===== config.mk =====
export PLATFORM = sky130hd
export DESIGN_NAME = ptt_cell
export DESIGN_NICKNAME = d
export VERILOG_FILES = /design/src/design/ptt_pkg.sv /design/src/design/ptt_cell.sv
export SDC_FILE = /design/constraint.sdc
export NUM_CORES = 1
export LEC_CHECK = 0
export BUFFER_PORTS_ARGS = -buffer_cell sky130_fd_sc_hd__buf_2
export CAP_MARGIN = 20
export CORE_MARGIN = 5
export CORE_UTILIZATION = 48
export DETAILED_ROUTE_END_ITERATION = 16
export PLACE_DENSITY = 0.86
export SKIP_CTS_REPAIR_TIMING = 1
export SLEW_MARGIN = 40
export SYNTH_ARGS = -nofsm -noshare
export SYNTH_HDL_FRONTEND = slang
export SYNTH_SLANG_ARGS = --single-unit

===== constraint.sdc =====
create_clock -name clock -period 7.5 [get_ports clock]
set_input_delay 1.5 -clock clock [delete_from_list [all_inputs] [get_ports clock]]
set_output_delay 1.5 -clock clock [all_outputs]
set_load 0.02 [all_outputs]

===== src/design/ptt_pkg.sv =====
// ----------------------------------------------------------------------------
// ptt_pkg
// types and constants shared by the periodic timer table
// ----------------------------------------------------------------------------
package ptt_pkg;

   typedef enum logic [3:0] {
      ACT_TICK     = 4'd0,
      ACT_ADD      = 4'd1,
      ACT_PAUSE    = 4'd2,
      ACT_RESUME   = 4'd3,
      ACT_RESET    = 4'd4,
      ACT_KILL     = 4'd5,
      ACT_KILL_ALL = 4'd6,
      ACT_SET_IVL  = 4'd7,
      ACT_QUERY    = 4'd8,
      ACT_RUN      = 4'd9
   } action_type;

   typedef enum logic [1:0] {
      MODE_ACTIVE = 2'd0,
      MODE_PAUSED = 2'd1,
      MODE_DEAD   = 2'd2,
      MODE_SPARE  = 2'd3
   } mode_type;

   typedef struct packed {
      logic [3:0]        action;
      logic [7:0]        target_id;
      logic [15:0]       period_ms;
      logic [15:0]       start_offset;
      logic signed [7:0] repeat_count;
   } req_type;

   typedef struct packed {
      logic [7:0]        result_id;
      logic              found;
      logic              fired;
      logic [15:0]       interval_out;
      logic signed [7:0] remaining_out;
      logic [31:0]       last_run_out;
      logic              last;
   } rsp_type;

   // one timer entry; ident width is fixed at the widest id
   typedef struct packed {
      logic [15:0] ident;
      logic [15:0] period;
      logic [7:0]  remaining;
      mode_type    mode;
      logic [31:0] last_run;
      logic [31:0] elapsed;
   } entry_type;

   // command broadcast to every cell
   typedef struct packed {
      logic        pause;
      logic        resume;
      logic        rst_tmr;
      logic        kill;
      logic        kill_all;
      logic        set_ivl;
      logic        fire_chk;
      logic [15:0] target;
      logic [15:0] period;
      logic [31:0] now;
   } cmd_type;

endpackage


===== src/design/ptt_cell.sv =====
// ----------------------------------------------------------------------------
// ptt_cell
// one timer slot of the chain: applies commands and shifts toward the head
// ----------------------------------------------------------------------------
module ptt_cell (
   input  logic               clock,
   input  logic               reset,
   input  ptt_pkg::cmd_type   cmd,
   input  logic               apply,
   input  logic               shift,
   input  logic               load,
   input  ptt_pkg::entry_type load_entry,
   input  logic               nbr_valid,
   input  ptt_pkg::entry_type nbr_entry,
   output logic               valid,
   output ptt_pkg::entry_type entry,
   output logic               hit,
   output logic               fire
);
   import ptt_pkg::*;

   logic      valid_ff, valid_in;
   entry_type entry_ff, entry_in;
   logic      due;
   logic      rem_zero;

   assign hit      = valid_ff && (cmd.target != '0) && (entry_ff.ident == cmd.target);
   assign due      = ((cmd.now - entry_ff.last_run) >= {16'd0, entry_ff.period});
   assign rem_zero = (entry_ff.remaining == 8'd0);
   assign fire     = valid_ff && cmd.fire_chk && due && !rem_zero &&
                     (entry_ff.mode == MODE_ACTIVE);

   always_comb begin
      valid_in = valid_ff;
      entry_in = entry_ff;
      if (load) begin
         valid_in = 1'b1;
         entry_in = load_entry;
      end else if (shift) begin
         valid_in = nbr_valid;
         entry_in = nbr_entry;
      end else if (apply && valid_ff) begin
         if (cmd.kill_all) begin
            entry_in.mode = MODE_DEAD;
         end else if (cmd.fire_chk) begin
            if (fire) begin
               entry_in.last_run = cmd.now;
               if (!entry_ff.remaining[7]) begin
                  entry_in.remaining = entry_ff.remaining - 8'd1;
                  if (entry_ff.remaining == 8'd1) begin
                     entry_in.mode = MODE_DEAD;
                  end
               end
            end else if (rem_zero) begin
               entry_in.mode = MODE_DEAD;
            end
         end else if (hit) begin
            if (cmd.pause && entry_ff.mode == MODE_ACTIVE) begin
               entry_in.mode    = MODE_PAUSED;
               entry_in.elapsed = cmd.now - entry_ff.last_run;
            end else if (cmd.resume && entry_ff.mode == MODE_PAUSED) begin
               entry_in.last_run = cmd.now - {16'd0, entry_ff.period} + entry_ff.elapsed;
               entry_in.mode     = MODE_ACTIVE;
            end else if (cmd.rst_tmr) begin
               entry_in.last_run = cmd.now;
               entry_in.elapsed  = {16'd0, entry_ff.period};
            end else if (cmd.kill) begin
               entry_in.mode = MODE_DEAD;
            end else if (cmd.set_ivl) begin
               entry_in.period = cmd.period;
            end
         end
      end
   end

   always_ff @(posedge clock) begin
      if (reset) begin
         valid_ff <= 1'b0;
      end else begin
         valid_ff <= valid_in;
      end
      entry_ff <= entry_in;
   end

   assign valid = valid_ff;
   assign entry = entry_ff;

endmodule


==> impl_metrics.env <==
export IMPL_ys_types=73
export IMPL_worstPathRequired_ns=6.00
export IMPL_place_congestion=1.00
export IMPL_cts_path_max_buffers=2
export IMPL_vias=11800
export IMPL_avgSynthCellArea_sq_um=8.13
export IMPL_yosys_area_top_type_share=0.291
export IMPL_ant_nets=0
export IMPL_grt_pass1_vias=11600
export IMPL_wirelength_um=41600
export IMPL_critPathMaxFanout=3
export IMPL_cts_sinks=107
export IMPL_setup_viol=0
export IMPL_hold_violations=0
export IMPL_htree_levels=3
export IMPL_pwr_density_cell_nw_per_um2=193
export IMPL_p_leak_nw=6.68
export IMPL_tns_ns=0
export IMPL_r2r_end="entry[49]$_DFFE_PP_"
export IMPL_drive_above_1_share=0.283
export IMPL_reg2reg_slack_ns=2.14
export IMPL_slew_viol_final=0
export IMPL_synth_area_sq_um=10900
export IMPL_met3_length_um=4260
export IMPL_status="completed"
export IMPL_drc=0
export IMPL_yosysWarnings=0
export IMPL_dieArea_sq_um=25900
export IMPL_grt_overflow_total=0
export IMPL_route_met2_wl_um=19700
export IMPL_critPathKind="in -> out"
export IMPL_fmax_ghz=0.137
export IMPL_crit_arrival_ns=5.79
export IMPL_fin_crit_ns=7.29
export IMPL_setup_ws_ns=0.212
export IMPL_syn_to_final_growth_pct=25.0
export IMPL_antenna_found_initial=10
export IMPL_start_util=0.485
export IMPL_synth_edf_count=106
export IMPL_finalCritPeriodShare=0.972
export IMPL_reg2reg_depth=24
export IMPL_ys_seq_area_frac=0.293
export IMPL_tightest_slew_ns=0.805
export IMPL_die_y_um=161
export IMPL_hold_path_class="reg -> reg"
export IMPL_async_reset_ff_frac=0
export IMPL_skew_ns=0.0236
export IMPL_io_pins=398
export IMPL_routedWlPerCell_um=20.6
export IMPL_ys_top_cells_by_count="inv_1 (198), nand2_1 (146), a21oi_1 (133), edfxtp_1 (106), o21ai_0 (104)"
export IMPL_end_kind="output port"
export IMPL_drt_iter0_drc=1247
export IMPL_clkLatencyLatePin_ns=0.37
export IMPL_ys_dominant_reg_cell="edfxtp_1"
export IMPL_whs_path_depth=2
export IMPL_cts_tree="built"
export IMPL_hp_start="valid$_SDFFE_PP0N_"
export IMPL_rsz0062_at_grt="no"
export IMPL_drt_pass1_iter_count=6
export IMPL_fin_nets=2125
export IMPL_track_usage=0.304
export IMPL_startpoint="cmd[0]"
export IMPL_slew_headroom=0.460
export IMPL_grt_pass1_wl_um=62300
export IMPL_port_buffers=397
export IMPL_cts_buffers_inserted=9
export IMPL_drv_cap=0
export IMPL_rows=55
export IMPL_reg2reg_from="entry[33]$_DFFE_PP_"
export IMPL_synth_net_count=1748
export IMPL_synth_area_leaders="edfxtp_1 (29%), ha_1 (11%), inv_1 (6.8%)"
export IMPL_wl_met1_um=15600
export IMPL_die_w_um=161
export IMPL_coreArea_sq_um=22600
export IMPL_dp_slack_ns=0.211
export IMPL_yosysMostFrequentCell="inv_1"
export IMPL_grt_max_degree=102
export IMPL_ys_ff_latch=107
export IMPL_hold_path_end="valid$_SDFFE_PP0N_"
export IMPL_clk_pin_slew_worst_paths_ns=0.08
export IMPL_dp_hpwl_um=33100
export IMPL_vias_per_cell=5.87
export IMPL_worstSetupStartpointType="input port"
export IMPL_syn_inst=1345
export IMPL_yosys_area_top_type="edfxtp_1"
export IMPL_cts_root_buffer="clkbuf_16"
export IMPL_top_layer_used="met5"
export IMPL_peakVddDrop_mv=0.117
metal layers:
metal | vias up | global-route usage
met3 | 129 | 0.0603
met4 | 8 | 0.144
met1 | 5441 | 0.382
met2 | 749 | 0.505
met5 | - | 0
li1 | 5521 | -
how the worst max path moves through the flow:
stage,end,depth (start not counted)
floorplan,fire,17
global placement,fire,22
detailed placement,fire,22
CTS,fire,22
global route,fire,23
finish,fire,23
kinds of logic (layout without fill, tap and decap cells):
family | Yosys count | count (layout) | synth area share
flops | 107 | 107 | 0.293
buf+inv | 252 | 634 | 0.0866
mux | 41 | 41 | 0.0396
compound gates | 404 | 404 | 0.228
other cells | 0 | 6 | 0
simple gates | 358 | 358 | 0.156
xor+xnor | 69 | 69 | 0.0553
fa+ha+maj | 114 | 114 | 0.142
critical path, cell delays in order:
cell and delay [ns]:
buf_2 0.12, inv_1 0.06, ha_2 0.19, inv_1 0.06
fa_2 0.40, a211oi_2 0.29, o21ai_2 0.12, and3_2 0.24
o21a_1 0.17, nor2_1 0.12, xnor2_1 0.17, ha_1 0.29
a21o_1 0.17, a21oi_2 0.13, o21ai_2 0.07, nor4_2 0.20
a21oi_1 0.11, a2111o_1 0.34, or3_4 0.38, o41ai_4 0.28
buf_4 0.18, nor3_2 0.04, buf_4 0.16
metrics by stage:
stage | area, sq um | hold slack [ns] | cells | util | power (mW)
2_1_floorplan | 10900 | 0.673 | 1345 | - | 1.68
3_3_place_gp | 13200 | 0.705 | 1986 | 0.585 | 2.06
3_5_place_dp | 13200 | 0.721 | 1987 | 0.586 | 2.09
4_1_cts | 13500 | 0.731 | 2003 | 0.599 | 2.59
5_1_grt | 13700 | 0.788 | 2018 | 0.605 | 2.80
6_report | 13700 | 0.736 | 2018 | 0.605 | 2.64
cell usage in the layout, fill, tap and decap left out, types with 16 or more instances in the layout:
cell      instances
xor2_1           25
a21oi_1         129
nor2_1           57
mux2i_1          23
nand3_1          34
nand2_1         146
nor3_1           26
buf_4            23
edfxtp_1        106
ha_1             96
mux2_2           17
xnor2_1          44
a22oi_1          20
o21ai_0         101
buf_2           394
fa_1             16
a21o_1           25
inv_1           197
area by class of cell:
class / instances / area (sq um)
fill: 1997 / 8910
clock buffer: 9 / 225
timing repair buffer: 419 / 2180
sequential: 107 / 3200
clock inverter: 7 / 58.8
multi-input combinational: 986 / 6880
tap: 285 / 357
inverter: 199 / 747
antenna: 6 / 15.0
state kept, by name, summed over array words and instances, names as in the netlist:
name   cells
entry    106
valid      1
report_power, final:
| part | internal (mW) | switching (mW) | leakage (nW) |
|---|---|---|---|
| Sequential | 0.736 | 0.0659 | 1.10 |
| Combinational | 0.544 | 0.797 | 5.44 |
| Clock | 0.232 | 0.266 | 0.132 |
No activity file was read; power rests on OpenSTA's default activity.
